$ cat src/design/bds_pkg.sv
// Shared types and constants for the broadcast duplicate suppressor.
`default_nettype none

package bds_pkg;

	localparam int unsigned ID_W    = 32;
	localparam int unsigned TIME_W  = 32;
	localparam int unsigned WIN_W   = 16;
	localparam int unsigned COUNT_W = 8;

	localparam logic [COUNT_W-1:0] COUNT_MAX    = 8'hFF;
	localparam logic [COUNT_W-1:0] THRESH_RESET = 8'd3;

	// Lookup chain passed from cell to cell: first hit wins.
	typedef struct packed {
		logic found;
		logic sup;
	} chain_t;

endpackage

`default_nettype wire

$ cat src/design/bds_cell.sv
// One table entry: compare on capture, priority chain and update on commit.
`default_nettype none

module bds_cell
	import bds_pkg::*;
(
	input  wire logic               clk,
	input  wire logic               arst_n,
	input  wire logic               capture,
	input  wire logic               entry_valid,
	input  wire logic [ID_W-1:0]    message_id,
	input  wire logic [TIME_W-1:0]  now_ms,
	input  wire logic               commit,
	input  wire logic               wr_sel,
	input  wire logic [ID_W-1:0]    wr_id,
	input  wire logic [TIME_W-1:0]  wr_time,
	input  wire logic [WIN_W-1:0]   wr_window,
	input  wire logic [COUNT_W-1:0] hear_threshold,
	input  wire chain_t             chain_in,
	output chain_t                  chain_out
);

	logic [ID_W-1:0]    id_q;
	logic [COUNT_W-1:0] cnt_q;
	logic [TIME_W-1:0]  first_q;
	logic [WIN_W-1:0]   win_q;
	logic               sup_q;
	logic               match_q;
	logic               within_q;

	logic [TIME_W-1:0]  elapsed;
	logic [COUNT_W-1:0] new_cnt;
	logic               new_sup;
	logic               hit;

	assign elapsed = now_ms - first_q;
	assign new_cnt = (cnt_q == COUNT_MAX) ? cnt_q : cnt_q + COUNT_W'(1);
	assign new_sup = sup_q | (within_q && (new_cnt >= hear_threshold));
	assign hit     = match_q && !chain_in.found;

	assign chain_out.found = chain_in.found | match_q;
	assign chain_out.sup   = chain_in.found ? chain_in.sup : new_sup;

	always_ff @(posedge clk or negedge arst_n) begin
		if (!arst_n) begin
			match_q  <= 1'b0;
			within_q <= 1'b0;
		end else if (capture) begin
			match_q  <= entry_valid && (id_q == message_id);
			within_q <= elapsed <= {{(TIME_W-WIN_W){1'b0}}, win_q};
		end
	end

	always_ff @(posedge clk) begin
		if (commit) begin
			if (hit) begin
				cnt_q <= new_cnt;
				sup_q <= new_sup;
			end else if (wr_sel) begin
				id_q    <= wr_id;
				cnt_q   <= COUNT_W'(1);
				first_q <= wr_time;
				win_q   <= wr_window;
				sup_q   <= 1'b0;
			end
		end
	end

endmodule

`default_nettype wire

$ cat src/design/broadcast_duplicate_suppressor.sv
// Top level: a row of entry cells, fill/replace control and the result register.
// The compare runs in every cell at the accepting edge and is registered there; the
// cell chain then resolves the hit and commits once the result register is free.
// A new transaction is not taken until the last one has committed (in_stall).
// Reset: fill count, replace cursor and handshake state clear, hear_threshold = 3;
// entry contents are not reset, only entries below the fill count take part.
`default_nettype none

module broadcast_duplicate_suppressor
	import bds_pkg::*;
#(
	parameter int unsigned ENTRIES = 16
) (
	input  wire logic               clk,
	input  wire logic               arst_n,
	input  wire logic               in_valid,
	output logic                    in_stall,
	input  wire logic [ID_W-1:0]    message_id,
	input  wire logic [TIME_W-1:0]  now_ms,
	input  wire logic [WIN_W-1:0]   new_window_ms,
	output logic                    out_valid,
	input  wire logic               out_stall,
	output logic                    is_new,
	output logic                    suppress,
	output logic [WIN_W-1:0]        wait_ms,
	input  wire logic               cfg_valid,
	output logic                    cfg_ready,
	input  wire logic [COUNT_W-1:0] cfg_data
);

	localparam int unsigned IDX_W  = (ENTRIES > 1) ? $clog2(ENTRIES) : 1;
	localparam int unsigned FILL_W = $clog2(ENTRIES + 1);

	logic [COUNT_W-1:0] hear_threshold_q;
	logic [FILL_W-1:0]  fill_q;
	logic [IDX_W-1:0]   cursor_q;
	logic               busy_q;
	logic               out_valid_q;
	logic               is_new_q;
	logic               suppress_q;
	logic [WIN_W-1:0]   wait_q;

	logic [ID_W-1:0]    id_s1;
	logic [TIME_W-1:0]  now_s1;
	logic [WIN_W-1:0]   win_s1;

	logic               capture;
	logic               commit;
	logic               full;
	logic               miss;
	logic [IDX_W-1:0]   slot;
	chain_t             chain [ENTRIES+1];

	assign cfg_ready = 1'b1;
	assign in_stall  = busy_q;
	assign capture   = in_valid && !busy_q;
	assign commit    = busy_q && (!out_valid_q || !out_stall);
	assign full      = (fill_q == FILL_W'(ENTRIES));
	assign slot      = full ? cursor_q : IDX_W'(fill_q);
	assign miss      = !chain[ENTRIES].found;
	assign chain[0]  = '0;

	assign out_valid = out_valid_q;
	assign is_new    = is_new_q;
	assign suppress  = suppress_q;
	assign wait_ms   = wait_q;

	for (genvar i = 0; i < ENTRIES; i++) begin : g_cell
		bds_cell u_cell (
			.clk            (clk),
			.arst_n         (arst_n),
			.capture        (capture),
			.entry_valid    (FILL_W'(i) < fill_q),
			.message_id     (message_id),
			.now_ms         (now_ms),
			.commit         (commit),
			.wr_sel         (miss && (slot == IDX_W'(i))),
			.wr_id          (id_s1),
			.wr_time        (now_s1),
			.wr_window      (win_s1),
			.hear_threshold (hear_threshold_q),
			.chain_in       (chain[i]),
			.chain_out      (chain[i+1])
		);
	end

	always_ff @(posedge clk) begin
		if (capture) begin
			id_s1  <= message_id;
			now_s1 <= now_ms;
			win_s1 <= new_window_ms;
		end
		if (commit) begin
			is_new_q   <= miss;
			suppress_q <= chain[ENTRIES].found & chain[ENTRIES].sup;
			wait_q     <= miss ? win_s1 : '0;
		end
	end

	always_ff @(posedge clk or negedge arst_n) begin
		if (!arst_n) begin
			hear_threshold_q <= THRESH_RESET;
			fill_q           <= '0;
			cursor_q         <= '0;
			busy_q           <= 1'b0;
			out_valid_q      <= 1'b0;
		end else begin
			if (cfg_valid) begin
				hear_threshold_q <= cfg_data;
			end
			if (capture) begin
				busy_q <= 1'b1;
			end else if (commit) begin
				busy_q <= 1'b0;
			end
			if (commit) begin
				out_valid_q <= 1'b1;
				if (miss) begin
					if (!full) begin
						fill_q <= fill_q + FILL_W'(1);
					end else if (cursor_q == IDX_W'(ENTRIES - 1)) begin
						cursor_q <= '0;
					end else begin
						cursor_q <= cursor_q + IDX_W'(1);
					end
				end
			end else if (!out_stall) begin
				out_valid_q <= 1'b0;
			end
		end
	end

endmodule

`default_nettype wire

$ cat config.mk
export PLATFORM = sky130hd
export DESIGN_NAME = broadcast_duplicate_suppressor
export DESIGN_NICKNAME = d
export VERILOG_FILES = /design/src/design/bds_pkg.sv /design/src/design/bds_cell.sv /design/src/design/broadcast_duplicate_suppressor.sv
export SDC_FILE = /design/constraint.sdc
export NUM_CORES = 2
export LEC_CHECK = 0
export BUFFER_PORTS_ARGS = -buffer_cell sky130_fd_sc_hd__buf_4
export CORE_MARGIN = 2
export CORE_UTILIZATION = 40
export DETAILED_ROUTE_END_ITERATION = 10
export PLACE_DENSITY_LB_ADDON = 0.25
export SYNTH_ARGS = -nofsm -noshare
export SYNTH_HDL_FRONTEND = slang
export SYNTH_SLANG_ARGS = --single-unit
export TNS_END_PERCENT = 50
$ cat constraint.sdc
create_clock -name clk -period 14.4 [get_ports clk]
set_clock_uncertainty 0.05 [all_clocks]
set_input_delay 0.72 -clock clk [delete_from_list [all_inputs] [get_ports clk]]
set_output_delay 0.72 -clock clk [all_outputs]
set_load 0.03 [all_outputs]
==> impl_metrics.toml <==
[yosys]
syn-num-nets = 9409
synthesis.area_um2 = 93540
synth_ff_type = "edfxtp_1"
synth_area_per_cell_um2 = 11.13
synth-xor-area-share_pct = 7.930
ys_seq_area_share_pct = 50.23
synth-edff-count = 1522
synth_compound_area_share_pct = 13.06
ys_ff_latch = 1573
netlist_instances = 8401
synth_top_family_by_area = "compound AO/OA/AOI/OAI gates"
async_flop_share_pct = 3.242
synthDistinctLibCells = 112
synth_adder_area_share_pct = 12.37
synthMuxAreaShare_pct = 0.8213
ys_warn_count = 0
yosys.area_share.simple_pct = 11.16

[clocking]
cts_root_buf = "clkbuf_16"
postCtsSetupBuffers = 0
cts.sinks = 1573
htreeDepth = 4
post_cts_resized = 0
cts_tree = "built"
clock_latency_ps = 880
cts_hold_buf = 25
cts.clk_slew.worst_paths_ps = 60
cts_buffers = 172
clk_path_buf_depth = 3

[floorplanning]
design.core.area_um2 = 232500
io_pins = 114
die_w_um = 487.6
rows = 177
die-area_um2 = 237700
die_y_um = 487.6
initial_core_util_pct = 40.23

[global_route]
grt_pass1_wl_um = 433600
grtUsageTotal_pct = 24.84
grt_overflow = 0
antenna_found_initial = 22
grt_max_degree = 64
grt_pass1_vias = 63720

[job]
cap_violations = 0

[placed_design]
gp_congestion = 0.9326
io_buffers = 112
postPlaceCellArea_um2 = 98590
dp_hpwl_um = 198200

[drt]
antenna_left = 0
wl_per_cell_um = 25.38
drt-initial-drc-count = 7305
drt_first_pass_iters = 8
drc = 0
routed_wl_um = 301400
viasPerCell = 5.747
vias = 68240

[layout]
register_area_um2 = 46980
stdcell_area_um2 = 104700
final_common_cell = "edfxtp_1"
fill_cells = 21490
fin_nets = 9689
final_cell_mix = "edfxtp_1 (1522), inv_1 (944), ha_1 (899)"
area_growth_pct = 11.90
drive_above_1_share_pct = 6.731
multi_input_area_um2 = 42530

[critical_path]
required_ps = 14800
path_delay_family = "simple AND/OR/NAND/NOR gates"
cp-end-kind = "flip-flop"
cp_max_fo = 48
cpPeakStageDelay_ps = 1040
cp-start-kind = "flip-flop"
critPathSlowestCell = "nor2_4"
critPathKind = "flip-flop to flip-flop"
crit_buf_inv = 2
cp_data_arrival_time_ps = 6470
path_cells = "nor4_4 -> nand2b_2 -> nor3_2 -> nand2b_1 -> or3_4 -> nor4_4 -> nand2b_1 -> nor3_2 -> buf_4 -> o21ai_1 -> nor2_4 -> buf_4"

[power]
p_total_mw = 13.86
ir_drop_mv = 0.1072
power_density_nw_per_um2 = 132.4
power_leakage_nw = 41.56

[sta]
setup_viol = 0
max_slew_margin_pct = 7.913
worst_slew_pin_slew_ps = 1375
grt_setup_unrepaired = "false"
finalMaxSlewViolations = 0
tns_ps = 0
period_needed_ps = 6066
finalHoldViolations = 0
finalCritPeriodShare_pct = 42.12
whs_ps = 54.37
clock.fmax_ghz = 0.1649

[run_status]
status = "finished clean"

[worst_hold_path]
worstHoldPathType = "primary input to flip-flop"
-- where the power goes --
group | internal (mW) | switching (mW) | leakage (nW)
combinational | 1.15 | 2.22 | 24.4
sequential | 5.63 | 0.305 | 14.4
clock | 2.60 | 1.97 | 2.80
-- worst register-to-register path: cells and delay by family, from the launching register on --
kind / cells / cell delay (ps)
compound gates: 1 / 320
buf+inv: 2 / 1010
flops: 1 / 620
simple gates: 9 / 3560
-- stage by stage --
step / utilization [%] / instances / worst slack [ps]
after floorplan: - / 8401 / 5289
after global routing: 45.01 / 11870 / 7987
after detailed placement: 42.40 / 11530 / 8341
after CTS: 45.01 / 11870 / 8349
final: 45.01 / 11870 / 8334
after global placement: 42.40 / 11530 / 8377
-- cells by family after synthesis --
family | after synthesis
simple gates | 2010
flops | 1573
mux | 73
fa+ha+maj | 915
compound gates | 1888
buf+inv | 1094
xor+xnor | 847
other cells | 1
-- worst paths after layout --
path / start / slack (ps) / endpoint / cells after the start
max: g_cell[0].u_cell.match_q$_DFFE_PN0P_ / 8330 / g_cell[12].u_cell.first_q[27]$_DFFE_PP_ / 12
min: cfg_data[5] / 50 / hear_threshold_q[5]$_DFFE_PN0P_ / 3
max reg2reg: g_cell[0].u_cell.match_q$_DFFE_PN0P_ / 8330 / g_cell[12].u_cell.first_q[27]$_DFFE_PP_ / 12
min reg2reg: now_s1[15]$_DFFE_PP_ / 410 / g_cell[6].u_cell.first_q[15]$_DFFE_PP_ / 0
max in group asynchronous: arst_n / 12840 / g_cell[6].u_cell.within_q$_DFFE_PN0P_ / 3
min in group asynchronous: arst_n / 360 / in_stall$_DFFE_PN0P_ / 2
-- area by class of cell --
type                       instances  share of cell area [%]
sequential                      1573                   44.89
multi-input combinational       5734                   40.63
clock buffer                     224                   4.375
tap                             3043                   3.637
inverter                         946                   3.395
timing repair buffer             254                   1.881
clock inverter                    94                   1.183
antenna                            5                 0.01195
-- flip-flops by register name, indices dropped and copies added (netlist names) --
register                cells
g_cell.u_cell.within_q     16
win_s1                     16
now_s1                     32
hear_threshold_q            8
g_cell.u_cell.id_q        512
g_cell.u_cell.cnt_q       128
id_s1                      32
out_valid                   1
g_cell.u_cell.win_q       256
g_cell.u_cell.match_q      16
fill_q                      5
g_cell.u_cell.sup_q        16
g_cell.u_cell.first_q     512
is_new                      1
in_stall                    1
suppress                    1
wait_ms                    16
cursor_q                    4
-- per-layer routing --
layer	wire, um	track usage [%]	share of wire, %
met3	23420	4.084	7.8
met4	8858	7.138	2.9
met1	135600	35.88	45
met2	133500	38.28	44
met5	41	0	0.014
-- Yosys cell counts, types with 19 or more instances --
| cell | number | share of area, % |
|---|---|---|
| mux2i_1 | 43 | 0.46 |
| and2_1 | 47 | 0.31 |
| nand3b_1 | 19 | 0.15 |
| o2111ai_1 | 25 | 0.23 |
| and3_1 | 120 | 0.80 |
| o21ai_1 | 26 | 0.14 |
| nor2b_1 | 155 | 1.0 |
| o22ai_1 | 34 | 0.23 |
| a21boi_0 | 25 | 0.20 |
| a211oi_1 | 63 | 0.51 |
| a221oi_1 | 23 | 0.22 |
| nand2b_1 | 120 | 0.80 |
| o21bai_1 | 63 | 0.51 |
| clkbuf_1 | 118 | 0.47 |
| dfrtp_1 | 49 | 1.3 |
| inv_1 | 945 | 3.8 |
| nor3b_1 | 26 | 0.21 |
| nor2_1 | 418 | 1.7 |
| o211ai_1 | 42 | 0.34 |
| a2111oi_0 | 30 | 0.28 |
| nand2_1 | 360 | 1.4 |
| nor3_1 | 133 | 0.71 |
| a21o_1 | 231 | 1.9 |
| xor2_1 | 368 | 3.4 |
| a31oi_1 | 69 | 0.46 |
| nand4_1 | 190 | 1.3 |
| a21oi_1 | 552 | 3.0 |
| o21ai_0 | 372 | 2.0 |
| nor4_1 | 115 | 0.77 |
| nand3_1 | 210 | 1.1 |
| ha_1 | 899 | 12 |
| buf_1 | 20 | 0.080 |
| edfxtp_1 | 1522 | 49 |
| o21a_1 | 86 | 0.69 |
| xnor2_1 | 479 | 4.5 |
| mux2_2 | 27 | 0.33 |
| o31ai_1 | 29 | 0.23 |
Power figures use the tool's default switching activity.
